File: config.mk
export PLATFORM = sky130hd
export DESIGN_NAME = odpm_div
export DESIGN_NICKNAME = d
export VERILOG_FILES = /design/src/assert_macros.svh /design/src/odpm_pkg.sv /design/src/odpm_div.sv
export SDC_FILE = /design/constraint.sdc
export NUM_CORES = 1
export LEC_CHECK = 0
export BUFFER_PORTS_ARGS = -buffer_cell sky130_fd_sc_hd__clkbuf_2
export CORE_MARGIN = 2
export CORE_UTILIZATION = 59
export DETAILED_ROUTE_END_ITERATION = 8
export PLACE_DENSITY = 0.81
export SYNTH_ARGS = -nofsm -noshare
export SYNTH_HDL_FRONTEND = slang
export SYNTH_SLANG_ARGS = --single-unit
File: constraint.sdc
create_clock -name aclk -period 3.8 [get_ports aclk]
set_clock_uncertainty 0.2 [all_clocks]
set_input_delay 0.57 -clock aclk [delete_from_list [all_inputs] [get_ports aclk]]
set_output_delay 0.57 -clock aclk [all_outputs]
set_load 0.01 [all_outputs]
File: src/assert_macros.svh
// assertion macros shared by the clusterer rtl
// no dependencies; empty bodies when SYNTHESIS is defined
`ifndef ASSERT_MACROS_SVH
`define ASSERT_MACROS_SVH
`ifndef SYNTHESIS
`define ODPM_ASSERT(lbl, clk, rstn, prop, msg) \
    lbl: assert property (@(posedge clk) disable iff (!rstn) (prop)) else $error(msg);
`define ODPM_ASSERT_NEVER(lbl, clk, rstn, cond, msg) \
    lbl: assert property (@(posedge clk) disable iff (!rstn) !(cond)) else $error(msg);
`else
`define ODPM_ASSERT(lbl, clk, rstn, prop, msg)
`define ODPM_ASSERT_NEVER(lbl, clk, rstn, cond, msg)
`endif
`endif

File: src/odpm_pkg.sv
// types, sizes and states of the online dp-means clusterer
// no dependencies
`timescale 1ns / 1ps
package odpm_pkg;

    localparam int DIM         = 16;
    localparam int MAX_CENTERS = 64;

    localparam int ELEM_W = 16;
    localparam int DIST_W = 36;
    localparam int CNT_W  = 32;
    localparam int IDX_W  = 6;

    localparam int DIM_W  = (DIM > 1) ? $clog2(DIM) : 1;
    localparam int POS_W  = $clog2(DIM + 1);
    localparam int CIDX_W = (MAX_CENTERS > 1) ? $clog2(MAX_CENTERS) : 1;
    localparam int TOT_W  = $clog2(MAX_CENTERS + 1);
    localparam int ADDR_W = (MAX_CENTERS * DIM > 1) ? $clog2(MAX_CENTERS * DIM) : 1;

    localparam logic [DIST_W-1:0] DIST_MAX = {DIST_W{1'b1}};
    localparam logic [CNT_W-1:0]  CNT_MAX  = {CNT_W{1'b1}};

    typedef struct packed {
        logic                     command;
        logic signed [ELEM_W-1:0] element;
        logic                     last;
    } in_item_t;

    typedef struct packed {
        logic [IDX_W-1:0]  cluster_index;
        logic              created;
        logic              store_full;
        logic [DIST_W-1:0] distance_sq;
    } out_item_t;

    typedef struct packed {
        logic              valid;
        logic              first;
        logic              last;
        logic              fin;
        logic              inlen;
        logic [CIDX_W-1:0] idx;
    } scan_ctl_t;

    typedef enum logic [3:0] {
        ST_IDLE,
        ST_SCAN,
        ST_SCAN_WAIT,
        ST_DECIDE,
        ST_NEW_RD,
        ST_NEW_WR,
        ST_CNT_RD,
        ST_CNT_WR,
        ST_UPD_RD,
        ST_UPD_CALC,
        ST_UPD_DIV,
        ST_RESULT
    } state_t;

endpackage

File: src/odpm_div.sv
// restoring divider, one quotient bit per cycle, for center updates
// depends on odpm_pkg
`timescale 1ns / 1ps
module odpm_div (
    input  logic                            aclk,
    input  logic                            aresetn,
    input  logic                            start,
    input  logic [odpm_pkg::ELEM_W-1:0]     dividend,
    input  logic [odpm_pkg::CNT_W-1:0]      divisor,
    output logic                            done,
    output logic [odpm_pkg::ELEM_W-1:0]     quotient
);

    localparam int QW = odpm_pkg::ELEM_W;
    localparam int RW = odpm_pkg::CNT_W + 1;
    localparam int SW = $clog2(QW + 1);

    logic [SW-1:0]           step_reg, step_next;
    logic                    done_reg, done_next;
    logic [QW-1:0]           quo_reg, quo_next;
    logic [RW-1:0]           rem_reg, rem_next;
    logic [odpm_pkg::CNT_W-1:0] dvs_reg, dvs_next;
    logic [RW-1:0]           trial;

    always_comb begin
        step_next = step_reg;
        done_next = 1'b0;
        quo_next  = quo_reg;
        rem_next  = rem_reg;
        dvs_next  = dvs_reg;
        trial     = {rem_reg[RW-2:0], quo_reg[QW-1]};
        if (start) begin
            step_next = SW'(QW);
            quo_next  = dividend;
            rem_next  = '0;
            dvs_next  = divisor;
        end else if (step_reg != '0) begin
            if (trial >= {1'b0, dvs_reg}) begin
                rem_next = trial - {1'b0, dvs_reg};
                quo_next = {quo_reg[QW-2:0], 1'b1};
            end else begin
                rem_next = trial;
                quo_next = {quo_reg[QW-2:0], 1'b0};
            end
            step_next = step_reg - 1'b1;
            done_next = (step_reg == SW'(1));
        end
    end

    always_ff @(posedge aclk) begin
        if (!aresetn) begin
            step_reg <= '0;
            done_reg <= 1'b0;
        end else begin
            step_reg <= step_next;
            done_reg <= done_next;
        end
    end

    always_ff @(posedge aclk) begin
        quo_reg <= quo_next;
        rem_reg <= rem_next;
        dvs_reg <= dvs_next;
    end

    assign done     = done_reg;
    assign quotient = quo_reg;

endmodule

[Word level (Yosys, flattened, before mapping)]
Index checks and enable logic that the tools add are counted.
Word-level totals
  register bits: 86
  input port bits: 51
  output and inout bits: 17
  word-level logic and storage cells: 22
Operators by class
  add/subtract/negate cells: 2
  order comparisons: 1
  eq/ne operators: 1
  multiplexer cells: 6
  bitwise logic cells: 2
  reduce and logical (&&, ||, !) cells: 4
Operators by type and width (count)
  $ge 33x32->1: 1
  $mux 16: 2
  $mux 32: 1
  $sub 32x32->32: 1
  $mux 5: 2
  $eq 5x1->1 const B: 1
  $reduce_bool 5->1: 1
  $sub 5x1->5 const B: 1
  $reduce_or 3->1: 1
  $not 1->1: 2
  $reduce_bool 2->1: 1
  $reduce_or 2->1: 1
  $mux 1: 1

[Depth between registers and ports, before layout]
  depth in word-level cells: 4
  gate-level depth with buffers: 14
  mapped depth without buffers: 12

[Least setup slack after synthesis]
No wires, ideal clock.
  kind: reg2reg
  start point: register quo_reg[15], in the netlist quotient[15]
  end point: register rem_reg[26]
  setup time: 0.117 ns
  data arrival time: 2.754 ns
  data required time: 3.483 ns
  path slack: 0.728 ns
  cell stages (with the launch flop): 12
  buffers on the path: 0
  period minus slack after synthesis: 3.072 ns
  path through: edfxtp_1 > inv_1 > ha_1 > fa_1 > and2b_1 > o31ai_2 > a2111oi_4 > o2111ai_1 > a2111oi_2 > o21a_1 > a31oi_1 > a32o_1
Between the ends
  longest elaborated chain between the ends: 2
  elaborated cells on any way between the ends: 3
  those cells by class: 1 x add/sub; 1 x order compare; 1 x mux
RTL lines
  start: declaration: RTL line odpm_div.sv:20  | logic [QW-1:0] quo_reg, quo_next;
  start signal: assignment: RTL line odpm_div.sv:61  | quo_reg <= quo_next;
  $sub 32x32->32 / $ge 33x32->1 (equally long branches): RTL line odpm_div.sv:39, odpm_div.sv:38
  $mux 32 (*): RTL line odpm_div.sv:38  | if (trial >= {1'b0, dvs_reg}) begin
  end signal: assignment: RTL line odpm_div.sv:62  | rem_reg <= rem_next;
  end: declaration: RTL line odpm_div.sv:21  | logic [RW-1:0] rem_reg, rem_next;
Mark *: on every way between the ends. The rest lies on a longest branch, timed or not.
A chain may end at the register's enable or synchronous reset.

[Final worst setup path]
Same ends and word-level chain as after synthesis.

==> flow_metrics.env <==
export IMPL_hold_ws_ns=0.162
export IMPL_cp_required_ns=3.91
export IMPL_max_freq_mhz=296
export IMPL_drv_cap=0
export IMPL_initial_core_util_pct=61.3
export IMPL_arrival_ns=3.49
export IMPL_vias_per_cell=5.95
export IMPL_cts_resized=0
export IMPL_row_count=34
export IMPL_power_density_mw_per_mm2=685
export IMPL_num_vias=4370
export IMPL_remaining_drc_errors=0
export IMPL_fin_setup_tns_ns=0
export IMPL_path_class="flop to flop"
export IMPL_htree_levels=3
export IMPL_ios=68
export IMPL_grt_pass1_wl_um=19700
export IMPL_cts_buffers_inserted=9
export IMPL_hold_viol=0
export IMPL_yosysMostFrequentCell="nand2_1"
export IMPL_async_flop_share_pct=0
export IMPL_fin_nets=709
export IMPL_syn_area_per_cell_um2=9.53
export IMPL_antenna_found_initial=0
export IMPL_syn_area_mm2=0.00540
export IMPL_dp_hpwl_um=8360
export IMPL_synth_common_cells="54 x nand2_1, 48 x edfxtp_1, 48 x nor2_1"
export IMPL_grt_overflow=0
export IMPL_diodes=0
export IMPL_fin_crit_ns=3.37
export IMPL_holdCritPathClass="input pin to flop"
export IMPL_postRouteWirelength_um=11600
export IMPL_cts_root_buf="clkbuf_8"
export IMPL_finalCritPeriodShare_pct=88.8
export IMPL_finalSetupViolCount=0
export IMPL_path_cells="inv_1 > ha_1 > fa_1 > and2b_1 > o31ai_2 > a2111oi_4 > o2111ai_1 > a2111oi_2 > o21a_1 > nor4b_2 > a31oi_1 > a32o_1"
export IMPL_die_area_mm2=0.00993
export IMPL_reg2reg_slack_ns=0.43
export IMPL_die_h_um=99.6
export IMPL_grt_usage_pct=24.3
export IMPL_numPortBuffers=67
export IMPL_die_w_um=99.6
export IMPL_grt_max_degree=52
export IMPL_cp_num_buf_inv=1
export IMPL_max_vdd_ir_drop_mv=0.421
export IMPL_maxSlewHeadroom_pct=57.0
export IMPL_cp_slowest_cell="a2111oi_2"
export IMPL_grt_pass1_vias=4295
export IMPL_clk_pin_slew_ns=0.10
export IMPL_cts_path_max_buffers=2
export IMPL_place_area_mm2=0.00577
export IMPL_worst_pin_slew_ns=0.642
export IMPL_dp_slack_ns=0.496
export IMPL_finalMaxSlewViolations=0
export IMPL_syn2layout_area_growth_pct=10.5
export IMPL_ys_seq_area_share_pct=40.8
export IMPL_drive_above_1_share_pct=20.1
export IMPL_layout_setup_ws_ns=0.426
export IMPL_cts_hold_buf=0
export IMPL_insertion_delay_ns=0.37
export IMPL_n_fill_cell=685
export IMPL_cp_start_kind="flop"
export IMPL_synth_cell_types=63
export IMPL_yosys_area_top_type="edfxtp_1"
export IMPL_ys_top_cells_by_area="edfxtp_1 27%, dfxtp_1 14%, ha_1 8.1%"
export IMPL_synth_edf_count=48
export IMPL_synthFlopType="edfxtp_1"
export IMPL_synthCells=566
export IMPL_first_pass_iters=5
export IMPL_cpPeakStageDelay_ns=0.43
export IMPL_drt_wirelength_per_cell_um=15.8
export IMPL_drt_iter0_drc=257
export IMPL_clkSinkCount=86
export IMPL_drt_antenna_violating_nets=0
export IMPL_power_leakage_nw=2.59
export IMPL_crit_fanout=4
export IMPL_status="finished clean"
export IMPL_ys_warn_count=0
export IMPL_critical_path_top_delay_family="compound AO/OA/AOI/OAI gates"
export IMPL_stdcell_count=735
export IMPL_end_kind="flop"
export IMPL_synth_top_cell_area_share_pct=26.7
export IMPL_cts_tree="built"
export IMPL_place_inst=719
export IMPL_gp_congestion=0.873
export IMPL_core_area_mm2=0.00881
export IMPL_fin_area_mm2=0.00596
export IMPL_synth_seq_cells=86
export IMPL_post_cts_buffers=0
export IMPL_syn_nets=653
export IMPL_rsz0062_at_grt="false"
## metrics by stage
step / total power, mW / util [%]
2_1_floorplan: 3.00 / -
3_3_place_gp: 3.34 / 65.5
3_5_place_dp: 3.40 / 65.5
4_1_cts: 4.06 / 67.7
5_1_grt: 4.36 / 67.7
6_report: 4.08 / 67.7
## worst paths after layout
kind | from | end | cells after the start
worst max-delay path | quotient[15]$_DFFE_PP_ | rem_reg[26]$_SDFFE_PP0P_ | 12
worst min-delay path | divisor[6] | dvs_reg[6]$_DFFE_PP_ | 1
worst max register to register | quotient[15]$_DFFE_PP_ | rem_reg[26]$_SDFFE_PP0P_ | 12
worst min register to register | rem_reg[1]$_SDFFE_PP0P_ | rem_reg[1]$_SDFFE_PP0P_ | 2
## power breakdown
group          internal, mW  leakage [nW]  switching, mW
clock                 0.261         0.101          0.387
combinational         0.861          1.70           1.23
sequential             1.20         0.791          0.145
## worst reg2reg max path, stage by stage, from the launching register on
cell and delay [ns]:
edfxtp_1 0.38, inv_1 0.06, ha_1 0.22, fa_1 0.37
and2b_1 0.25, o31ai_2 0.12, a2111oi_4 0.40, o2111ai_1 0.24
a2111oi_2 0.43, o21a_1 0.24, nor4b_2 0.07, a31oi_1 0.18
a32o_1 0.16
## layer usage
metal  vias up  GRT usage [%]  wire [um]
met3        23           4.99        705
met4         0           8.11        227
met2       149           40.5       5500
li1       2164              -          -
met1      2034           31.6       5180
met5         -              0          0
## cell families (layout without fill, tap and decap cells)
kind of cell               count (synthesis)  count (layout)  synth area share (%)
AOI/OAI and AO/OA                        165             165                  21.6
and+or+nand+nor                          155             155                  13.9
DFF                                       86              86                  40.8
buffers and inverters                     73             134                  5.91
adders and majority gates                 36              36                  8.49
xor gates and xnor gates                  26              26                  4.22
muxes                                     25              25                  5.10
## cells in the final DEF (no fill, tap or decap), types with 23 or more instances in the layout
| master | Yosys | routed |
|---|---|---|
| ha_1 | 35 | 35 |
| nor2_1 | 48 | 48 |
| edfxtp_1 | 48 | 48 |
| inv_1 | 45 | 45 |
| a21oi_1 | 31 | 31 |
| dfxtp_1 | 38 | 38 |
| nand2_1 | 54 | 54 |
| o21ai_1 | 23 | 23 |
| clkbuf_2 | 0 | 66 |
## final cells by class
cell class,instances,area [um2],share of cell area [%]
Timing Repair Buffer,73,380,6.38
Clock inverter,7,68.8,1.15
Tap cell,108,135,2.27
Inverter,45,169,2.83
Clock buffer,9,124,2.08
Sequential cell,86,2200,36.9
Multi-Input combinational cell,407,2880,48.3
Power figures use the tool's default switching activity.
