## src/assert_macros.svh

```systemverilog
// assertion macros shared by the clusterer rtl
// no dependencies; empty bodies when SYNTHESIS is defined
`ifndef ASSERT_MACROS_SVH
`define ASSERT_MACROS_SVH
`ifndef SYNTHESIS
`define ODPM_ASSERT(lbl, clk, rstn, prop, msg) \
    lbl: assert property (@(posedge clk) disable iff (!rstn) (prop)) else $error(msg);
`define ODPM_ASSERT_NEVER(lbl, clk, rstn, cond, msg) \
    lbl: assert property (@(posedge clk) disable iff (!rstn) !(cond)) else $error(msg);
`else
`define ODPM_ASSERT(lbl, clk, rstn, prop, msg)
`define ODPM_ASSERT_NEVER(lbl, clk, rstn, cond, msg)
`endif
`endif

```

## src/odpm_ram.sv

```systemverilog
// generic single-write, single-read ram with registered read data
// no dependencies
`timescale 1ns / 1ps
module odpm_ram #(
    parameter int WIDTH = 16,
    parameter int DEPTH = 16,
    parameter int AW    = (DEPTH > 1) ? $clog2(DEPTH) : 1
) (
    input  logic             aclk,
    input  logic             we,
    input  logic [AW-1:0]    waddr,
    input  logic [WIDTH-1:0] wdata,
    input  logic [AW-1:0]    raddr,
    output logic [WIDTH-1:0] rdata
);

    logic [WIDTH-1:0] mem [DEPTH];

    always_ff @(posedge aclk) begin
        if (we) begin
            mem[waddr] <= wdata;
        end
        rdata <= mem[raddr];
    end

endmodule

```

## config.mk

```make
export PLATFORM = sky130hd
export DESIGN_NAME = odpm_ram
export DESIGN_NICKNAME = d
export VERILOG_FILES = /design/src/assert_macros.svh /design/src/odpm_ram.sv
export SDC_FILE = /design/constraint.sdc
export NUM_CORES = 1
export LEC_CHECK = 0
export BUFFER_PORTS_ARGS = -buffer_cell sky130_fd_sc_hd__buf_2
export CORE_MARGIN = 5
export CORE_UTILIZATION = 65
export DETAILED_ROUTE_END_ITERATION = 10
export MAX_ROUTING_LAYER = met4
export PLACE_DENSITY = 0.88
export SYNTH_ARGS = -nofsm -noshare
export SYNTH_HDL_FRONTEND = slang
export SYNTH_SLANG_ARGS = --single-unit
export TNS_END_PERCENT = 20
```

## constraint.sdc

```tcl
create_clock -name aclk -period 4.8 [get_ports aclk]
set_input_delay 0.24 -clock aclk [delete_from_list [all_inputs] [get_ports aclk]]
set_output_delay 0.24 -clock aclk [all_outputs]
set_load 0.01 [all_outputs]
```

**Word level (Yosys, flattened, before mapping)**

Memories as Yosys holds them, arrays and structs flattened. A register that Yosys moved wholly into a read port is not among the register bits.
Index checks and enable logic that the tools add are counted.

- Register bits: 0
- Bits in writable memories: 256
- Bits of input ports: 26
- Output and inout bits: 16
- Word-level logic and storage cells: 3
- Memories: 1

- Muxes and demuxes: 2

Memories:

| name | depth | width | rd ports | clocked after memory_dff | write ports | line | source |
|---|---|---|---|---|---|---|---|
| mem | 16 | 16 | 1 | 1 | 1 | odpm_ram.sv:17 | `logic [WIDTH-1:0] mem [DEPTH];` |

Operators by type and width:

| cell | count |
|---|---|
| $mux 1 | 2 |

**Depth between registers and ports, before layout**

Gate-level depths: netlist of the first run.

- Depth in word-level cells: 2
- Depth in mapped cells: 5
- Depth with buffers taken out: 3

**Worst setup path after synthesis of the first run**

OpenSTA, ideal clock, no wires.

- Kind: input to register
- From: input waddr[2]
- To: memory mem[0][0] (enable)
- Setup time: 409 ps
- Arrival: 1886 ps
- Data required time: 4391 ps
- Slack: 2505 ps
- Cell stages on the path: 2
- Buffers on the path: 0
- Path through: or3b_2 -> nor3_1

RTL lines:

| element | line | source |
|---|---|---|
| start: declaration | odpm_ram.sv:11 | `input logic [AW-1:0] waddr,` |
| end: declaration | odpm_ram.sv:17 |  |

No word-level cell before the write port.

==> run_results.csv, run 1 <==
group,metric,value,unit
die,dieArea,18000,sq um
critical_path,worstPathArrival,2.33,ns
drt,route.detailed.drc,0,
logic_synthesis,synth.area.top_cells,"edfxtp_1 77%, mux4_2 12%, dfxtp_1 3.2%, mux4_1 2.6%, a22oi_1 2.4%",
layout,drive_above_1_share,30.0,%
flow_run,drv_cap,0,
layout,syn_to_final_growth,12.7,%
critical_path,crit_path_end_kind,"flop",
critical_path,crit_fanout,46,
worst_hold_path,hold_path.class,"in -> reg",
clock_tree,htreeDepth,1,
clock_tree,cts-buffers-inserted,26,
logic_synthesis,synth.distinct_cells,19,
sta,setup-violations-final,0,
drt,vias,4722,
clock_tree,clkTransAtPathRegs,0.06,ns
sta,max_slew_margin,16.3,%
layout,fillers,798,
die,coreArea,15200,sq um
layout,antenna_cells,0,
placed_design,io_buffer_count,41,
sta,fin_crit,1.94,ns
global_routing,antenna_found_initial,0,
critical_path,reg2reg_from,"mem[1][1]",
sta,rsz0062_at_grt,"no",
logic_synthesis,syn_inst,432,
logic_synthesis,synth_top_area_share,76.5,%
critical_path,reg2reg_slack,3.43,ns
critical_path,startpoint,"raddr[0]",
sta,drv_slew,0,
layout,final_area,11300,sq um
global_routing,grt_util_all_layers,24.5,%
clock_tree,post-cts-setup-buffer-count,0,
logic_synthesis,syn_avg_cell_area,23.2,sq um
clock_tree,cts_hold_buf,0,
die,start_util,66.1,%
global_routing,grt_first_pass_wirelength,31000,um
power_and_ir_drop,peakVddDrop,291,uV
drt,dr.pass1.iters,5,
sta,tightest_slew,1.25,ns
logic_synthesis,synth_nets,458,
sta,tns,0,ns
layout,layout.nets,522,
clock_tree,clk-insertion-delay-late,0.52,ns
drt,drtIter0Drc,450,
drt,wirelength,20600,um
drt,drtAntennaViolNets,0,
sta,finalHoldViolCount,0,
critical_path,start_kind,"primary input",
logic_synthesis,ys_seq_area_share,79.7,%
clock_tree,clock-sinks,272,
global_routing,grt_pass1_vias,5008,
critical_path,timing.rr.end,"rdata[1]",
placed_design,dpl_cell_area,10500,sq um
sta,max_freq,517,MHz
placed_design,dp_hpwl,10900,um
logic_synthesis,ys_ff_latch,272,
die,ios,42,
layout,final_util,74.4,%
logic_synthesis,synth_warnings,0,
critical_path,worstPathRequired,5.19,ns
clock_tree,cts_resized,0,
logic_synthesis,synth_top_area_cell,"edfxtp_1",
clock_tree,cts-root-buf,"clkbuf_16",
clock_tree,cts_tree,"done",
drt,routedWlPerCell,29.3,um
power_and_ir_drop,power,4830,uW
drt,viasPerCell,6.74,
critical_path,path_class,"in -> reg",
die,die_w,134,um
global_routing,grt_overflow_total,0,
clock_tree,cts.path.max_buffers,3,
critical_path,r2r_cells,3,
logic_synthesis,syn-cell-area,10000,sq um
die,rows,45,
status,status,"complete, no violations",
sta,fin_skew,0.00642,ns
die,die_h,134,um
power_and_ir_drop,leakagePower,0.00371,uW
critical_path,setup.worst_path.end,"rdata[8]",
global_routing,grt_max_degree,47,
placed_design,gp_congestion,0.796,
power_and_ir_drop,power.density,426,nW/um^2
sta,post-route-period-util,40.3,%
state kept, by name, indices dropped and copies added (netlist names):
signal	flops
rdata	16
mem	256
final cells by class:
class                           count  area, sq um  share of cell area (%)
Sequential cell                   272         8010                    70.8
Multi-Input combinational cell    139         1950                    17.2
Clock buffer                       31          691                    6.10
Timing Repair Buffer               57          328                    2.90
Tap cell                          188          235                    2.08
Clock inverter                     14          109                   0.962
power by group:
part	total, uW	internal [uW]	switching, uW
combinational	232	95.5	136
sequential	2670	2660	17.5
clock	1920	1120	800
total	4830	3870	954
metal layers:
layer  global-route usage, %  wire length, um  part of all wire [%]  vias up
met5                       -                0                     0        -
met4                    7.47              490                   2.4        0
met3                    3.56             1730                   8.4       43
met2                    42.5            11100                    54      257
met1                    30.6             7300                    35     2456
li1                        -                -                     -     1966
cell usage in the layout (no fill, tap or decap):
cell type    n
edfxtp_1   256
buf_4       17
mux4_2      54
or3b_2       1
dfxtp_1     16
clkinv_2     3
buf_2       40
nand3b_1     2
nor2_2       6
a22oi_1     32
nor3_2       4
clkbuf_16   27
clkbuf_1     4
nor2_1       7
nor2b_1      2
nand2b_1     2
nand3_1      1
clkinv_1     9
nand2_1     17
and2_1       1
mux4_1      10
bufinv_16    2
synth_stat cells:
master / instances
a22oi_1: 32
and2_1: 1
buf_1: 3
buf_2: 3
buf_4: 3
buf_6: 4
clkbuf_1: 8
dfxtp_1: 16
edfxtp_1: 256
mux4_1: 10
mux4_2: 54
nand2_1: 17
nand2b_1: 2
nand3_1: 1
nand3b_1: 2
nor2_1: 13
nor2b_1: 2
nor3_1: 4
or3b_2: 1
logic make-up (layout without fill, tap and decap cells):
kind of cell,count (synthesis),in the layout,share of synthesized area (%)
buf+inv,21,102,1.23
mux,64,64,14.7
flops,272,272,79.7
simple gates,43,43,1.92
compound gates,32,32,2.39
through the flow:
step           setup WS (ns)  std cells  hold WS (ns)
3_3_place_gp            2.38        656         0.588
5_1_grt                 2.64        701        0.0882
6_report                2.86        701        0.0964
3_5_place_dp            2.27        656         0.623
4_1_cts                 2.82        701        0.0764
2_1_floorplan           2.50        432         0.339
how the worst min path moves through the flow:
| stage | cells past startpoint | end | slack [ns] | start |
|---|---|---|---|---|
| 5_1_grt | 1 | mem[15][4] | 0.09 | wdata[4] |
| 2_1_floorplan | 0 | mem[0][0] | 0.34 | wdata[0] |
| 4_1_cts | 1 | mem[11][4] | 0.08 | wdata[4] |
| 3_3_place_gp | 1 | mem[1][10] | 0.59 | wdata[10] |
| 6_report | 1 | mem[11][4] | 0.1 | wdata[4] |
| 3_5_place_dp | 1 | mem[10][13] | 0.62 | wdata[13] |
critical path, cell delays in order:
cell     delay [ns]
buf_4          0.66
buf_4          0.48
mux4_2         0.55
a22oi_1        0.24
nand2_1        0.10
Power figures use the tool's default switching activity.
==> inputs of run 2 (changes only) <==
CORE_UTILIZATION = 61   (was 65)
PLACE_DENSITY = 0.84   (was 0.88)
clock period = 1.9 ns   (was 4.8 ns; I/O delays follow)
==> run 2 against run 1 <==
Effect of this change:
- sequential cell count stayed put
- sequential power grew to 2.5 times the previous value
- cell count increased by 9.1%
- power rose to 2.6 times the previous value
- die area rose by 6.1%
- largest cell class unchanged
- highest routed layer unchanged
==> run_results.csv, run 2 (synthesis results as in run 1) <==
group,metric,value,unit
layout,final_util,71.9,%
layout,fillers,938,
layout,largest_register_ffs,256,
power_and_ir_drop,leakagePower,0.00388,uW
layout,top_regs,"mem (256), rdata (16)",
global_routing,grt_use_met1,33.6,%
sta,tightest_slew,0.939,ns
layout,regArea,8010,sq um
die,die_w,138,um
global_routing,grt_util_met3,4.35,%
sta,tns,0,ns
layout,syn_to_final_growth,17.1,%
sta,fin_skew,0.00771,ns
die,die_h,138,um
clock_tree,cts-buffers-inserted,27,
die,coreArea,16300,sq um
worst_hold_path,hold_path.class,"in -> reg",
global_routing,grt_pass1_vias,5217,
sta,setup-violations-final,0,
layout,top_register,"mem",
drt,viasPerCell,6.48,
sta,hold-worst-slack,0.170,ns
sta,fin_crit,1.42,ns
global_routing,antenna_found_initial,1,
global_routing,grtUsageMet2,37.6,%
clock_tree,clkTransAtPathRegs,0.06,ns
global_routing,grt_first_pass_wirelength,33100,um
placed_design,io_buffer_count,41,
sta,max_slew_margin,37.4,%
critical_path,crit_fanout,1,
drt,routedWlPerCell,28.4,um
global_routing,grt_max_degree,65,
layout,layout.nets,549,
clock_tree,clk-insertion-delay-late,0.53,ns
sta,rsz0062_at_grt,"no",
die,ios,42,
clock_tree,cts.path.max_buffers,3,
critical_path,start_kind,"flop",
critical_path,worstPathArrival,1.83,ns
placed_design,dp_hpwl,11400,um
global_routing,grt_util_all_layers,24.1,%
drt,vias,4958,
placed_design,dpl_worst_slack,0.248,ns
drt,drtIter0Drc,518,
critical_path,worstPathRequired,2.31,ns
drt,drtAntennaViolNets,0,
placed_design,gp_congestion,0.786,
sta,max_freq,704,MHz
clock_tree,post-cts-setup-buffer-count,0,
flow_run,drv_cap,0,
global_routing,grt_overflow_total,0,
drt,wirelength,21800,um
clock_tree,cts_tree,"done",
layout,drive_above_1_share,32.5,%
layout,stdcell_count,765,
sta,fin_ws,0.480,ns
die,dieArea,19100,sq um
layout,layout_common_cells,"256 x edfxtp_1, 54 x mux4_2, 40 x buf_2",
clock_tree,cts-root-buf,"clkbuf_16",
clock_tree,htreeDepth,1,
sta,post-route-period-util,74.7,%
critical_path,path_class,"reg -> reg",
global_routing,busiest_layer,"met2",
die,rows,47,
status,status,"complete, no violations",
layout,final_common_cell,"edfxtp_1",
placed_design,dp.cells,698,
power_and_ir_drop,power.density,1060,nW/um^2
drt,route.detailed.drc,0,
sta,finalHoldViolCount,0,
clock_tree,clock-sinks,272,
drt,dr.pass1.iters,5,
layout,multi_input_area,1960,sq um
power_and_ir_drop,peakVddDrop,822,uV
sta,drv_slew,0,
die,start_util,61.4,%
critical_path,crit_path_end_kind,"flop",
[run 2: cell count changes in the layout (fill, tap and decap cells not counted), sizes merged, moves of 2 or more]
| cell | change |
|---|---|
| clkinvlp | +2 |
| inv | +2 |
| clkinv | -6 |
| clkbuf | +8 |
| dlygate4sd3 | +16 |
| buf | +10 |
[run 2: timing repair]
action / in CTS / in global routing
resized for setup: 0 / 0
endpoints found under the hold margin: 256 / 0
hold buffers: 16 / 0
[run 2: through the flow]
step | power (uW) | cell area, sq um
CTS | 12500 | 11800
detailed placement | 7490 | 10700
global placement | 7450 | 10700
floorplan | 7210 | 10000
finish | 12500 | 11800
global route | 12900 | 11800
[run 2: layer usage]
| layer | vias to the layer above | wire length [um] |
|---|---|---|
| met3 | 49 | 2010 |
| met4 | 0 | 640 |
| li1 | 2019 | - |
| met5 | - | 0 |
| met2 | 284 | 10900 |
| met1 | 2606 | 8220 |
[run 2: worst paths after layout]
path         slack, ns  cells past startpoint   startpoint         to
max               0.48                      3    mem[0][1]   rdata[1]
min reg2reg       0.67                      3  mem[13][15]  rdata[15]
min               0.17                      3     waddr[0]  mem[0][7]
max reg2reg       0.48                      3    mem[0][1]   rdata[1]
[run 2: cell type report]
| cell class | count | share of cell area, % |
|---|---|---|
| sequential | 272 | 68.1 |
| antenna | 1 | 0.0213 |
| clock inverter | 11 | 0.745 |
| multi-input combinational | 139 | 16.7 |
| timing repair buffer | 83 | 5.53 |
| tap | 220 | 2.34 |
| clock buffer | 39 | 6.56 |
[run 2: report_power, final]
group	total (uW)	internal [uW]	switching (uW)
Combinational	642	282	360
Sequential	6750	6710	47.5
Clock	5090	2950	2130
Total	12500	9940	2540
[run 2: worst max-delay path, stage by stage (launching register included)]
cell and delay [ns]:
edfxtp_1 0.42, mux4_1 0.54, a22oi_1 0.25, nand2_1 0.09
==> inputs of run 3 (changes only) <==
CORE_UTILIZATION = 55   (was 61)
PLACE_DENSITY = 0.8   (was 0.84)
clock period = 1.21 ns   (was 1.9 ns; I/O delays follow)
==> run 3 against run 2 <==
Effect of this change:
- the flow now finishes with violations (setup timing)
- worst hold slack got worse by 0.058 ns
- register-to-register slack got worse by 0.57 ns
- count of clock-buffer cells in the layout fell by 4
- global-route usage fell by 4.0 points
- sequential cell count did not move
- cell area rose by 2.4%
- combinational power rose by 73%
- worst setup slack got worse by 0.57 ns
- sequential power rose by 57%
- largest cell class unchanged
==> run_results.csv, run 3 (synthesis results as in run 1) <==
group,metric,value,unit
layout,stdcell_count,780,
sta,max_slew_margin,75.2,%
global_routing,grt_pass1_vias,5151,
power_and_ir_drop,p_int,15300,uW
power_and_ir_drop,p_sw_share,19.8,%
sta,tns,-0.482,ns
clock_tree,cts-buffers-inserted,26,
drt,route.detailed.drc,0,
layout,layout_common_cells,"256 x edfxtp_1, 61 x mux4_2, 40 x buf_2",
power_and_ir_drop,peakVddDrop,1300,uV
power_and_ir_drop,p_seq_share,55.6,%
clock_tree,htreeDepth,1,
placed_design,dp.cells,720,
die,die_h,145,um
layout,antenna_cells,0,
sta,fin_crit,1.30,ns
die,dieArea,21100,sq um
drt,wirelength,20400,um
layout,drive_above_1_share,37.6,%
layout,top_regs,"mem (256), rdata (16)",
drt,dr.pass1.iters,5,
layout,largest_register_ffs,256,
power_and_ir_drop,p_comb_share,5.9,%
layout,final_common_cell,"edfxtp_1",
clock_tree,post-cts-setup-buffer-count,0,
layout,layout.nets,561,
global_routing,antenna_found_initial,0,
clock_tree,cts.path.max_buffers,3,
status,status,"finished, violations left",
clock_tree,clk-insertion-delay-late,0.51,ns
global_routing,grt_first_pass_wirelength,31100,um
status,violations,"setup timing",
sta,rsz0062_at_grt,"yes",
sta,max_freq,772,MHz
drt,drtAntennaViolNets,0,
drt,vias,4845,
placed_design,dpl_cell_area,11100,sq um
sta,post-route-period-util,107,%
critical_path,worstPathArrival,1.69,ns
power_and_ir_drop,power_switching,3760,uW
critical_path,crit_path_end_kind,"flop",
die,ios,42,
sta,fin_skew,0.0103,ns
power_and_ir_drop,power_frac_clock,38.5,%
die,start_util,55.9,%
clock_tree,cts_tree,"done",
critical_path,path_class,"reg -> reg",
drt,viasPerCell,6.21,
sta,drv_slew,0,
sta,tightest_slew,0.372,ns
placed_design,gp_congestion,0.737,
sta,fin_ws,-0.0858,ns
die,coreArea,18000,sq um
global_routing,grt_overflow_total,0,
power_and_ir_drop,leakagePower,0.00394,uW
die,rows,49,
sta,setup-violations-final,13,
global_routing,grt_max_degree,28,
clock_tree,cts-root-buf,"clkbuf_16",
layout,top_register,"mem",
placed_design,dp_hpwl,10800,um
flow_run,drv_cap,0,
power_and_ir_drop,power.density,1580,nW/um^2
layout,syn_to_final_growth,19.9,%
global_routing,grt_util_all_layers,20.1,%
critical_path,crit_fanout,1,
placed_design,dpl_worst_slack,-0.230,ns
layout,final_util,67.0,%
placed_design,io_buffer_count,41,
clock_tree,clock-sinks,272,
drt,routedWlPerCell,26.2,um
clock_tree,clkTransAtPathRegs,0.06,ns
critical_path,start_kind,"flop",
drt,drtIter0Drc,391,
sta,finalHoldViolCount,0,
layout,final_area,12000,sq um
critical_path,worstPathRequired,1.60,ns
die,die_w,145,um
worst_hold_path,hold_path.class,"in -> reg",
-- run 3: cell count changes in the layout (fill, tap and decap cells not counted), sizes merged --
cell	change
buf	+13
bufinv	-1
clkbuf	-4
clkinv	+2
clkinvlp	-2
diode	-1
inv	-1
-- run 3: stage by stage --
step                total power [uW]  hold slack, ns
global placement               11800           0.417
global route                   19700           0.125
CTS                            19200           0.103
finish                         19000           0.112
floorplan                      11300           0.159
detailed placement             11800           0.438
-- run 3: power groups by stage --
| stage | Clock, uW | Combinational, uW | Sequential (uW) |
|---|---|---|---|
| after floorplan | 0 | 524 | 10800 |
| after global placement | 0 | 1000 | 10800 |
| after detailed placement | 0 | 1040 | 10800 |
| after CTS | 7480 | 1110 | 10600 |
| after global routing | 7940 | 1200 | 10600 |
| final | 7330 | 1110 | 10600 |
-- run 3: worst paths after layout --
kind	start	to	slack (ns)	depth (start not counted)
worst max register to register	mem[0][9]	rdata[9]	-0.09	3
worst max-delay path	mem[0][9]	rdata[9]	-0.09	3
worst min register to register	mem[12][11]	rdata[11]	0.66	3
worst min-delay path	waddr[1]	mem[12][9]	0.11	3
-- run 3: metal layers --
layer  part of all wire [%]  track usage (%)  vias to the layer above
li1                       -                -                     2042
met1                     40             28.0                     2565
met2                     50             31.3                      207
met3                    8.1             4.24                       31
met4                    1.8             4.62                        0
met5                      0                -                        -
-- run 3: final cells by class --
type | instances | area, sq um
clock buffers | 35 | 736
clock inverters | 9 | 45.0
fillers | 1123 | 5920
multi-input cells | 139 | 2030
flip-flops and latches | 272 | 8010
well taps | 229 | 287
repair buffers | 96 | 936
-- run 3: critical path, cell delays in order, from the launching register on --
cell and delay (ns):
edfxtp_1 0.40, mux4_2 0.51, a22oi_2 0.19, nand2_1 0.08
-- run 3: what timing repair did --
action | CTS | global route
cloned | 0 | 0
hold buffers | 16 | 0
hold endpoints to repair | 256 | 0
resized for setup | 9 | 11
pin swaps | 15 | 8
setup endpoints to repair | 16 | 16
