### src/assert_macros.svh
// assertion macros shared by the clusterer rtl
// no dependencies; empty bodies when SYNTHESIS is defined
`ifndef ASSERT_MACROS_SVH
`define ASSERT_MACROS_SVH
`ifndef SYNTHESIS
`define ODPM_ASSERT(lbl, clk, rstn, prop, msg) \
    lbl: assert property (@(posedge clk) disable iff (!rstn) (prop)) else $error(msg);
`define ODPM_ASSERT_NEVER(lbl, clk, rstn, cond, msg) \
    lbl: assert property (@(posedge clk) disable iff (!rstn) !(cond)) else $error(msg);
`else
`define ODPM_ASSERT(lbl, clk, rstn, prop, msg)
`define ODPM_ASSERT_NEVER(lbl, clk, rstn, cond, msg)
`endif
`endif

### src/odpm_pkg.sv
// types, sizes and states of the online dp-means clusterer
// no dependencies
`timescale 1ns / 1ps
package odpm_pkg;

    localparam int DIM         = 16;
    localparam int MAX_CENTERS = 64;

    localparam int ELEM_W = 16;
    localparam int DIST_W = 36;
    localparam int CNT_W  = 32;
    localparam int IDX_W  = 6;

    localparam int DIM_W  = (DIM > 1) ? $clog2(DIM) : 1;
    localparam int POS_W  = $clog2(DIM + 1);
    localparam int CIDX_W = (MAX_CENTERS > 1) ? $clog2(MAX_CENTERS) : 1;
    localparam int TOT_W  = $clog2(MAX_CENTERS + 1);
    localparam int ADDR_W = (MAX_CENTERS * DIM > 1) ? $clog2(MAX_CENTERS * DIM) : 1;

    localparam logic [DIST_W-1:0] DIST_MAX = {DIST_W{1'b1}};
    localparam logic [CNT_W-1:0]  CNT_MAX  = {CNT_W{1'b1}};

    typedef struct packed {
        logic                     command;
        logic signed [ELEM_W-1:0] element;
        logic                     last;
    } in_item_t;

    typedef struct packed {
        logic [IDX_W-1:0]  cluster_index;
        logic              created;
        logic              store_full;
        logic [DIST_W-1:0] distance_sq;
    } out_item_t;

    typedef struct packed {
        logic              valid;
        logic              first;
        logic              last;
        logic              fin;
        logic              inlen;
        logic [CIDX_W-1:0] idx;
    } scan_ctl_t;

    typedef enum logic [3:0] {
        ST_IDLE,
        ST_SCAN,
        ST_SCAN_WAIT,
        ST_DECIDE,
        ST_NEW_RD,
        ST_NEW_WR,
        ST_CNT_RD,
        ST_CNT_WR,
        ST_UPD_RD,
        ST_UPD_CALC,
        ST_UPD_DIV,
        ST_RESULT
    } state_t;

endpackage

### src/odpm_dist.sv
// squared distance pipeline: square, accumulate with saturation, keep first minimum
// depends on odpm_pkg
`timescale 1ns / 1ps
module odpm_dist (
    input  logic                              aclk,
    input  logic                              aresetn,
    input  odpm_pkg::scan_ctl_t               ctl,
    input  logic [odpm_pkg::ELEM_W-1:0]       z_word,
    input  logic [odpm_pkg::ELEM_W-1:0]       c_word,
    output logic                              done,
    output logic [odpm_pkg::CIDX_W-1:0]       best_idx,
    output logic [odpm_pkg::DIST_W-1:0]       best_dist
);

    localparam int EW = odpm_pkg::ELEM_W;
    localparam int DW = odpm_pkg::DIST_W;

    odpm_pkg::scan_ctl_t     ctl1_reg;
    logic [2*EW-1:0]         sq_reg;
    logic [DW-1:0]           acc_reg;
    logic [odpm_pkg::CIDX_W-1:0] best_idx_reg;
    logic [DW-1:0]           best_dist_reg;
    logic                    done_reg;

    logic signed [EW:0]      diff;
    logic [EW:0]             mag;
    logic [DW:0]             sum_wide;
    logic [DW-1:0]           sum;

    always_comb begin
        diff = $signed({z_word[EW-1], z_word}) - $signed({c_word[EW-1], c_word});
        mag  = diff[EW] ? (~diff + 1'b1) : diff;
        sum_wide = (ctl1_reg.first ? {(DW+1){1'b0}} : {1'b0, acc_reg})
                 + (DW+1)'(sq_reg);
        sum = sum_wide[DW] ? odpm_pkg::DIST_MAX : sum_wide[DW-1:0];
    end

    always_ff @(posedge aclk) begin
        if (!aresetn) begin
            ctl1_reg <= '0;
            done_reg <= 1'b0;
        end else begin
            ctl1_reg <= ctl;
            done_reg <= ctl1_reg.valid && ctl1_reg.fin;
        end
    end

    always_ff @(posedge aclk) begin
        sq_reg <= mag[EW-1:0] * mag[EW-1:0];
        if (ctl1_reg.valid) begin
            acc_reg <= sum;
            if (ctl1_reg.last && (ctl1_reg.idx == '0 || sum < best_dist_reg)) begin
                best_dist_reg <= sum;
                best_idx_reg  <= ctl1_reg.idx;
            end
        end
    end

    assign done      = done_reg;
    assign best_idx  = best_idx_reg;
    assign best_dist = best_dist_reg;

endmodule

### config.mk
export PLATFORM = sky130hd
export DESIGN_NAME = odpm_dist
export DESIGN_NICKNAME = d
export VERILOG_FILES = /design/src/assert_macros.svh /design/src/odpm_pkg.sv /design/src/odpm_dist.sv
export SDC_FILE = /design/constraint.sdc
export NUM_CORES = 1
export LEC_CHECK = 0
export BUFFER_PORTS_ARGS = -buffer_cell sky130_fd_sc_hd__buf_2
export CORE_UTILIZATION = 50
export CTS_CLUSTER_SIZE = 8
export DETAILED_ROUTE_END_ITERATION = 12
export GPL_ROUTABILITY_DRIVEN = 0
export PLACE_DENSITY = 0.67
export SLEW_MARGIN = 20
export SYNTH_ARGS = -nofsm -noshare
export SYNTH_HDL_FRONTEND = slang
export SYNTH_SLANG_ARGS = --single-unit
### constraint.sdc
create_clock -name aclk -period 9.96 [get_ports aclk]
set_input_delay 0.996 -clock aclk [delete_from_list [all_inputs] [get_ports aclk]]
set_output_delay 0.996 -clock aclk [all_outputs]
set_load 0.05 [all_outputs]
Word level (Yosys, flattened, before mapping)
Cells that the tools add are included.
{"block": "totals", "latchBits": 0, "rom_bits": 0, "mem_bits_rw": 0, "n_memories": 0, "inputBits": 45, "regBits": 121}
{"block": "classes", "shifts": 0, "bitwise_logic": 1, "mul": 1, "order_cmp": 1, "muxes": 3, "div_mod_pow": 0, "add_sub_neg": 3, "reduce_logical": 5, "eq_ne": 0}
{"operator": "$mux W36", "n": 2}
{"operator": "$add A36 B32 Y37", "n": 1}
{"operator": "$lt A36 B36 Y1", "n": 1}
{"operator": "$mul A16 B16 Y32", "n": 1}
{"operator": "$sub A16 B16 Y17", "n": 1}
{"operator": "$add A16 B1 Y16 const B", "n": 1}
{"operator": "$mux W16", "n": 1}
{"operator": "$not A16 Y16", "n": 1}
{"operator": "$logic_not A6 Y1", "n": 1}
{"operator": "$logic_and A1 B1 Y1", "n": 2}
{"operator": "$reduce_and A2 Y1", "n": 1}
{"operator": "$logic_or A1 B1 Y1", "n": 1}

Longest topological paths before layout
Gate-level depths: netlist (run 1).
{"block": "logic_depth", "word_depth": 7, "mapped_depth": 39}

Worst setup path after synthesis (run 1)
OpenSTA, ideal clock, no wires.
{"block": "synth_path", "path_kind": "input to register", "startpoint": "input port z_word[0] (netlist bit)", "endpoint": "register sq_reg[30]", "stages": 34, "required_ps": 9881, "arrival_time_ps": 9021, "slack_ps": 860, "setup_time_ps": 79, "cell_sequence": "inv_1 ha_1 fa_1 nand2b_1 a21oi_1 o22a_1 xor2_1 nand2b_1 nor2_1 nor2_1 xor2_2 inv_2 buf_2 nor2_1 fa_1 fa_1 inv_1 fa_1 inv_1 fa_1 fa_1 inv_1 fa_1 inv_1 ha_1 a21o_1 a21o_1 a21oi_1 o21ai_1 a41oi_1 o31ai_1 or4_1 a2111o_1 o211ai_1"}
{"block": "synth_between", "elab_chain_len": 5}
{"item": "from (decl)", "line": "odpm_dist.sv:8", "text": "input logic [odpm_pkg::ELEM_W-1:0] z_word,"}
{"item": "$sub A16 B16 Y17 *", "line": "odpm_dist.sv:31", "text": "diff = $signed({z_word[EW-1], z_word}) - $signed({c_word[EW-1], c_word});"}
{"item": "$not A16 Y16", "line": "odpm_dist.sv:32", "text": "mag = diff[EW] ? (~diff + 1'b1) : diff;"}
{"item": "$add A16 B1 Y16", "line": "odpm_dist.sv:32"}
{"item": "$mux W16 *", "line": "odpm_dist.sv:32"}
{"item": "$mul A16 B16 Y32 *", "line": "odpm_dist.sv:49", "text": "sq_reg <= mag[EW-1:0] * mag[EW-1:0];"}
{"item": "to (signal assigned)", "line": "odpm_dist.sv:49"}
{"item": "to (decl)", "line": "odpm_dist.sv:19", "text": "logic [2*EW-1:0] sq_reg;"}
Mark *: on every way between the ends. The rest lies on a longest branch, timed or not.
A chain may end at the register's enable or synchronous reset.

Worst setup path after layout (run 1)
Ends and elaborated chain as after synthesis.

==> results of run 1 <==
-- per-layer routing --
metal  vias up  global-route usage (%)
li1       5366                       -
met1      5108                    27.7
met2       275                    37.3
met3        47                    2.92
met4         0                    5.75
met5         -                       0
-- layout make-up --
type                            count  area [um2]
Clock buffer                       21         514
Timing Repair Buffer              126         731
Multi-Input combinational cell   1100       10200
Sequential cell                   120        3180
Inverter                          316        1190
Clock inverter                     11         126
Fill cell                        2544       12300
Tap cell                          384         480
-- critical path: cells and delay by family --
kind	cells	cell delay (ns)
buffers and inverters	8	0.66
adders and majority gates	9	4.07
xor gates and xnor gates	1	0.32
and+or+nand+nor	7	1.59
AOI/OAI and AO/OA	10	1.97
-- final timing paths --
| kind | from | to | slack, ns | cells past startpoint |
|---|---|---|---|---|
| min | ctl1_reg[0] | best_idx[0] | 0.43 | 0 |
| max reg2reg | ctl1_reg[9] | best_dist[31] | 2.20 | 22 |
| max | z_word[0] | sq_reg[30] | 0.68 | 35 |
| min reg2reg | ctl1_reg[0] | best_idx[0] | 0.43 | 0 |
-- layout by cell type, fill, tap and decap left out, drive strengths merged, types with 5 or more instances in the layout --
master,Yosys,layout
or3,5,5
xor2,32,32
and2,13,13
buf,11,126
a21oi,80,80
nand4,17,17
o21ai,46,46
a211oi,6,6
nor3,18,18
fa,165,165
xnor2,60,60
o21bai,8,8
nor2,111,111
nand2b,20,20
ha,186,186
edfxtp,78,78
dfxtp,42,42
nand2,130,130
o31ai,5,5
nand3,15,15
and3,8,8
a31oi,13,13
nor4,7,7
clkbuf,13,21
a21o,41,41
inv,316,322
o211ai,7,7
nor2b,43,43
o21a,8,8
-- logic make-up after synthesis --
family	after synthesis	synth area share (%)
adder cells (fa/ha/maj)	351	38.3
multiplexers	2	0.145
flip-flops	120	21.7
XOR/XNOR	92	6.23
buffers and inverters	340	8.86
AO/OA/AOI/OAI	250	11.3
AND/OR/NAND/NOR	405	13.4
-- stage by stage --
step                      setup WS [ns]  std cells  hold WS, ns  area (um2)  utilization [%]
after detailed placement          0.222       2046        0.416       15800             54.9
final                             0.679       2078        0.433       16400             57.1
after CTS                         0.635       2078        0.432       16400             57.1
after global routing             0.0837       2078        0.447       16400             57.1
after floorplan                   0.860       1560        0.409       14700                -
after global placement            0.352       2046        0.411       15800             54.9
==> run metrics, run 1 <==
first-pass GRT wire length=approximately 52 mm; clock-pin slew on the worst setup and hold paths=around 0.060 ns; Final nets=2077; Seq cells post-synth=120; Mapped Cells=roughly 1600; Slew Limit Fails=0; hpwl dp=25.1 mm; initial antenna violation count=0; top cells by count, synth=300 x inv_1, 186 x ha_1, 165 x fa_1, 130 x nand2_1, 108 x nor2_1; Routed wire per std cell=14.6 um; met3 WL post-DR=roughly 1.4 mm; setup TNS=0 ns; TritonRoute pass-1 iters=5; Worst Setup End Kind=flop; DR iter-0 viols=between 500 and 600; IO buf count=86; share of the synthesized area in the top cell type=22.5%; Crit path required time=between 10 and 15 ns; Setup Buffers After CTS=0; CP arrival=9.62 ns; slowest cell delay on critical path=roughly 0.58 ns; layout cell share with drive strength beyond 1=12.3%; H-tree depth=4; Yosys cell types=between 80 and 90; Inserted Clock Buffers=17; Critical-path top delay cell=fa_1; asr flop ratio synth=0%; worst-path maximum fanout=5; largest net degree at the start of global routing=39; top layer in use=met4; CTS sink cnt=120; most frequent cell after synthesis=inv_1; hold buffer count at CTS=0; Final period util=~93%; status=completed; Site Rows=62; Ports=88; CTS Buffer Depth=2; Mean Syn Cell Area=around 9.4 um2; Die H=173 um; DR WL met2=roughly 15 mm; Synth area leaders=fa_1 22%, edfxtp_1 16%, ha_1 16%, inv_1 7.7%, dfxtp_1 5.7%; type of origin of the critical path=primary input; ant diodes=0; worst min path class=reg -> reg; Max-Cap Viols=0; vias in the first global route=11100; antenna viol nets, final=0; CTS tree=built; worst relative slew slack=33.8%; CTS root buffer=clkbuf_16; sequential area share after synthesis=21.7%; Setup Viol. Count Final=0; mapped cell area=14700 um2; number of enable flip-flop cells after synthesis=slightly below 80; Core ar.=roughly 29000 um2; Area Growth Syn to Fin=11.9%; Min Clock Period, post-route=roughly 9.3 ns; worst-skew pair later-pin latency=just over 0.4 ns; RSZ-0062 raised after global routing=no; Die Area=around 30000 um2; Initial Util=about 51%; gr usage total=21.4%; Final Hold Viols=0; Worst-Margin Slew=between 0.9 and 1 ns; Synthesis Warnings=0; WS Path Type=in -> reg; Vias=roughly 11000; post-cts resize count=0; Crit path top cell by count=fa_1; Post-Route WL=between 30 and 40 mm; vias per inst=slightly above 5; DRC=0; die outline width=173 um; maximum clock rate=around 0.11 GHz; met1 WL=13.8 mm; Clock Skew=between 0.007 and 0.008 ns; GRT overflow=0; syn_nets=1956; main flop type after synthesis=edfxtp_1; cell taking the most area after synthesis=fa_1
Power of run 1 is left out: the tool's default activity adds up to more than one toggle a clock period on the data nets, which glitch-free logic cannot reach.
==> inputs of run 2 (changes only) <==
- PLACE_DENSITY: 0.67 -> 0.69
- clock period: 9.96 -> 8.3 ns (I/O delays scaled with it)
==> run 2 against run 1 <==
Effect of this change:
- the run now ends with setup timing left
- sequential cell count unchanged
- critical path depth increased by 1
- highest routed layer unchanged
- utilization increased by 9.4 points
- hold slack improved by 0.0041 ns
- clock-buffer cell count decreased by 1
- non-clock buffer count increased by 231
- cell area increased by 17%
==> run metrics, run 2 (same netlist as run 1, synthesis figures left out) <==
initial antenna violation count=0 (unchanged); # fillers=2203 (-13%); Core Util, Final=66.6% (+9.4 points); status=complete, but fails checks; hpwl dp=27.4 mm (+9.2%); Ports=88 (unchanged); Max-Cap Viols=0 (unchanged); worst slack at placement=-0.653 ns (-0.875 ns); Hold Path End=best_idx[5]; PnR worst setup slack=-0.0133 ns (-0.692 ns); CTS tree=built; Worst Setup End Kind=flop; largest net degree at the start of global routing=39 (unchanged); gr usage total=23.2% (+1.8 points); worst flop-to-flop path endpoint=best_dist[5]; IO buf count=86 (unchanged); Critical-path top delay cell=fa_2; worst-path maximum fanout=5 (unchanged); CP arrival=8.65 ns (-0.97 ns); Initial Util=51.0% (unchanged); RR Startpoint=ctl1_reg[9]; Vias=11900 (+10%); Die H=173 um (unchanged); Worst-Margin Slew=0.691 ns (-0.303 ns); GRT overflow=0 (unchanged); worst relative slew slack=53.9% (+20 points); first-pass GRT wire length=56.7 mm (+8.2%); RSZ-0062 raised after global routing=yes; clock-pin slew on the worst setup and hold paths=0.06 ns (about the same); Final Hold Viols=0 (unchanged); type of origin of the critical path=primary input; TritonRoute pass-1 iters=5 (unchanged); CTS root buffer=clkbuf_16; vias per inst=5.17 (-0.58%); DRC=0 (unchanged); crit path launch=c_word[3]; Final period util=100%; Site Rows=62 (unchanged); CTS Buffer Depth=2 (unchanged); Worst Reg2Reg Path Length in Cells=23 (+4.5%); Area Growth Syn to Fin=30.4%; Hold Path Cell Cnt=0 (unchanged); worst min path class=reg -> reg; die outline width=173 um (unchanged); most frequent cells in the layout=283 x inv_1, 248 x buf_4, 164 x ha_1; leading cell type in the layout, fill and taps excluded=inv_1; slowest cell delay on critical path=0.62 ns (+0.04 ns); FF-to-FF setup slack=1.20 ns (-1.00 ns); setup TNS=-0.0133 ns (-0.0133 ns); DR iter-0 viols=525 (-4.2%); antenna viol nets, final=0 (unchanged); CTS sink cnt=120 (unchanged); ant diodes=0 (unchanged); WS Path Type=in -> reg; worst-skew pair later-pin latency=0.42 ns (about the same); Storage cell area=3180 um2 (unchanged); Final nets=2308 (+11%); hold path startpoint=ctl1_reg[5]; Clock Skew=0.0115 ns (+0.00348 ns); maximum clock rate=between 0.1 and 0.15 GHz; Setup Viol. Count Final=1 (+1); layout cell share with drive strength beyond 1=29.8% (+17 points); Crit path required time=8.64 ns (-1.66 ns); Post-Route WL=34.3 mm (+13%); hold buffer count at CTS=0 (unchanged); worst hold slack=0.437 ns (+0.00410 ns); Inserted Clock Buffers=17 (unchanged); failing checks=setup timing; Slew Limit Fails=0 (unchanged); Core ar.=28800 um2 (unchanged); Die Area=30100 um2 (unchanged); Min Clock Period, post-route=just over 8 ns; H-tree depth=4 (unchanged); vias in the first global route=12300 (+11%); area of the multi-input gates=11100 um2 (+8.3%); Routed wire per std cell=14.8 um (+1.6%)
run 2: cell count changes in the layout (fill, tap and decap cells not counted), sizes merged:
cell	previous run	this run
inv	322	319
bufinv	2	1
clkinv	3	5
clkbuf	21	20
clkinvlp	0	3
buf	126	357
run 2: critical path: cells and delay by family:
kind	cells	cell delay [ns]
adder cells (fa/ha/maj)	8	3.38
AO/OA/AOI/OAI	12	1.98
buffers and inverters	10	0.98
AND/OR/NAND/NOR	5	1.33
XOR/XNOR	1	0.16
run 2: worst max-delay path by stage:
stage | slack (ns) | end
finish | -0.01 | sq_reg[30]
global route | -0.33 | sq_reg[30]
CTS | 0.02 | sq_reg[31]
detailed placement | -0.65 | sq_reg[30]
global placement | -0.54 | sq_reg[30]
floorplan | -0.20 | sq_reg[30]
run 2: stage by stage:
step / cells / instance area, um2
after detailed placement: 2230 / 17600
after global routing: 2309 / 19200
after global placement: 2230 / 17600
after CTS: 2274 / 18400
final: 2309 / 19200
after floorplan: 1560 / 15100
run 2: final cells by class:
| cell class | instances | share of cell area [%] |
|---|---|---|
| repair buffers | 357 | 13.7 |
| multi-input cells | 1100 | 57.7 |
| well taps | 384 | 2.51 |
| clock inverters | 12 | 0.581 |
| flip-flops and latches | 120 | 16.6 |
| inverters | 316 | 6.31 |
| clock buffers | 20 | 2.50 |
run 2: repair_timing:
action	in CTS	in global routing
gates resized for setup	19	121
setup buffers	12	36
setup endpoints to repair	2	4
pin swaps	25	92
run 2: routing by layer:
| metal | up-vias | global-route usage, % | share of wire [%] |
|---|---|---|---|
| li1 | 5823 | - | - |
| met5 | - | 0 | 0 |
| met4 | 0 | 7.23 | 2.1 |
| met3 | 56 | 2.83 | 3.4 |
| met1 | 5793 | 28.9 | 44 |
| met2 | 255 | 41.6 | 51 |
Power of run 2 is left out for the same reason.
==> inputs of run 3 (changes only) <==
- CORE_UTILIZATION: 50 -> 58
- PLACE_DENSITY: 0.69 -> 0.79
==> run 3 against run 2 <==
Effect of this change:
- the flow still finishes with violations (setup timing)
- cell count shrank 2.8%
- wire length grew 15%
- via count grew 6.5%
- critical endpoint is now sq_reg[31]
- non-clock buffer count shrank 4
- clock skew is essentially flat
- cell area shrank 0.97%
- setup slack lost 0.17 ns
- first-iteration DRC count grew 110%
- hold slack lost 0.0040 ns
- fmax shrank 2.0%
- critical path depth shrank 1
==> run metrics, run 3 (same netlist as run 1, synthesis figures left out) <==
WS Path Type=in -> reg; Final nets=2304 (-0.17%); Routed wire per std cell=17.6 um (+18%); status=complete, but fails checks; PnR worst setup slack=-0.185 ns (-0.172 ns); antenna viol nets, final=0 (unchanged); maximum clock rate=0.118 GHz (-2.0%); IO buf count=86 (unchanged); first-pass GRT wire length=61.3 mm (+8.0%); leading cell type in the layout, fill and taps excluded=inv_1; slowest cell delay on critical path=0.60 ns (-0.02 ns); Crit path required time=8.60 ns (-0.04 ns); Min Clock Period, post-route=8.49 ns (+0.172 ns); largest net degree at the start of global routing=38 (-2.6%); Final Hold Viols=0 (unchanged); type of origin of the critical path=primary input; Vias=12700 (+6.5%); CTS Buffer Depth=2 (unchanged); layout cell share with drive strength beyond 1=29.3% (-0.51 points); GRT overflow=0 (unchanged); Crit path top cell by count=fa_1; CTS root buffer=clkbuf_16; Clock Skew=0.0111 ns (-0.000334 ns); TritonRoute pass-1 iters=6 (+1); Die H=161 um (-7.1%); die outline width=161 um (-7.1%); Slew Limit Fails=0 (unchanged); Core ar.=24600 um2 (-15%); hpwl dp=27.8 mm (+1.5%); worst relative slew slack=42.1% (-12 points); failing checks=setup timing; most frequent cells in the layout=289 x inv_1, 254 x buf_4, 163 x ha_1; RSZ-0062 raised after global routing=yes; DR iter-0 viols=1077 (+110%); setup TNS=-0.410 ns (-0.397 ns); # fillers=1495 (-32%); Final period util=102% (+2.1 points); DRC=0 (unchanged); Initial Util=59.7% (+8.7 points); CTS sink cnt=120 (unchanged); Ports=88 (unchanged); Die Area=26000 um2 (-14%); Worst-Margin Slew=0.865 ns (+0.174 ns); H-tree depth=4 (unchanged); initial antenna violation count=0 (unchanged); worst-path maximum fanout=7 (+2); ant diodes=0 (unchanged); Post-Route WL=39.5 mm (+15%); worst-skew pair later-pin latency=0.42 ns (about the same); Critical-path top delay cell=fa_1; worst min path class=reg -> reg; Setup Viol. Count Final=3 (+2); area of the multi-input gates=11000 um2 (-0.20%); CTS tree=built; Site Rows=57 (-8.1%); clock-pin slew on the worst setup and hold paths=0.07 ns (about the same); gr usage total=29.3% (+6.1 points); Inserted Clock Buffers=17 (unchanged); Storage cell area=3180 um2 (unchanged); Max-Cap Viols=0 (unchanged); CP arrival=8.79 ns (+0.14 ns); vias per inst=5.66 (+9.5%); Area Growth Syn to Fin=29.1%; vias in the first global route=13300 (+7.7%); Worst Setup End Kind=flop
## run 3: cell types whose count changed in the layout (fill, tap and decap cells not counted), sizes merged
cell	change
buf	-4
clkinvlp	-2
clkbuf	-2
inv	+5
bufinv	-1
## run 3: area by class of cell
class	count	share of cell area, %
tap	324	2.14
clock buffer	18	2.37
clock inverter	14	0.666
timing repair buffer	353	13.4
multi-input combinational	1100	58.2
sequential	120	16.8
inverter	316	6.42
## run 3: path summary, 6_finish.rpt
check	start	to	slack [ns]	cells after the start
worst min register to register	ctl1_reg[2]	best_idx[2]	0.43	0
worst min-delay path	ctl1_reg[2]	best_idx[2]	0.43	0
worst max-delay path	c_word[3]	sq_reg[31]	-0.19	35
worst max register to register	ctl1_reg[9]	best_dist[26]	1.33	25
## run 3: through the flow
step	worst slack (ns)	cells	instance area, um2	hold slack, ns	util [%]
global placement	-0.525	2163	17400	0.418	70.8
finish	-0.185	2245	19000	0.433	77.1
global route	-0.514	2245	19000	0.442	77.1
floorplan	-0.200	1560	15100	0.409	-
CTS	-0.0316	2221	18400	0.435	75.0
detailed placement	-0.760	2163	17400	0.419	70.8
## run 3: critical path: cells and delay by family
family,cells,cell delay [ns]
and+or+nand+nor,9,1.27
adders and majority gates,8,3.68
buffers and inverters,8,0.89
xor gates and xnor gates,3,0.67
AOI/OAI and AO/OA,7,1.41
## run 3: timing repair
| action | CTS | global route |
|---|---|---|
| endpoints found under the setup margin | 4 | 5 |
| resized for setup | 52 | 71 |
| pin swaps | 66 | 78 |
| hold buffers | 0 | 0 |
| buffers inserted | 26 | 26 |
## run 3: per-layer routing
layer / share of wire, % / vias to the layer above / track usage [%]
met2: 52 / 550 / 53.5
li1: - / 5808 / -
met1: 38 / 6190 / 35.3
met4: 4.3 / 0 / 10.4
met3: 5.9 / 155 / 3.78
met5: 0 / - / 0
Power of run 3 is left out for the same reason.
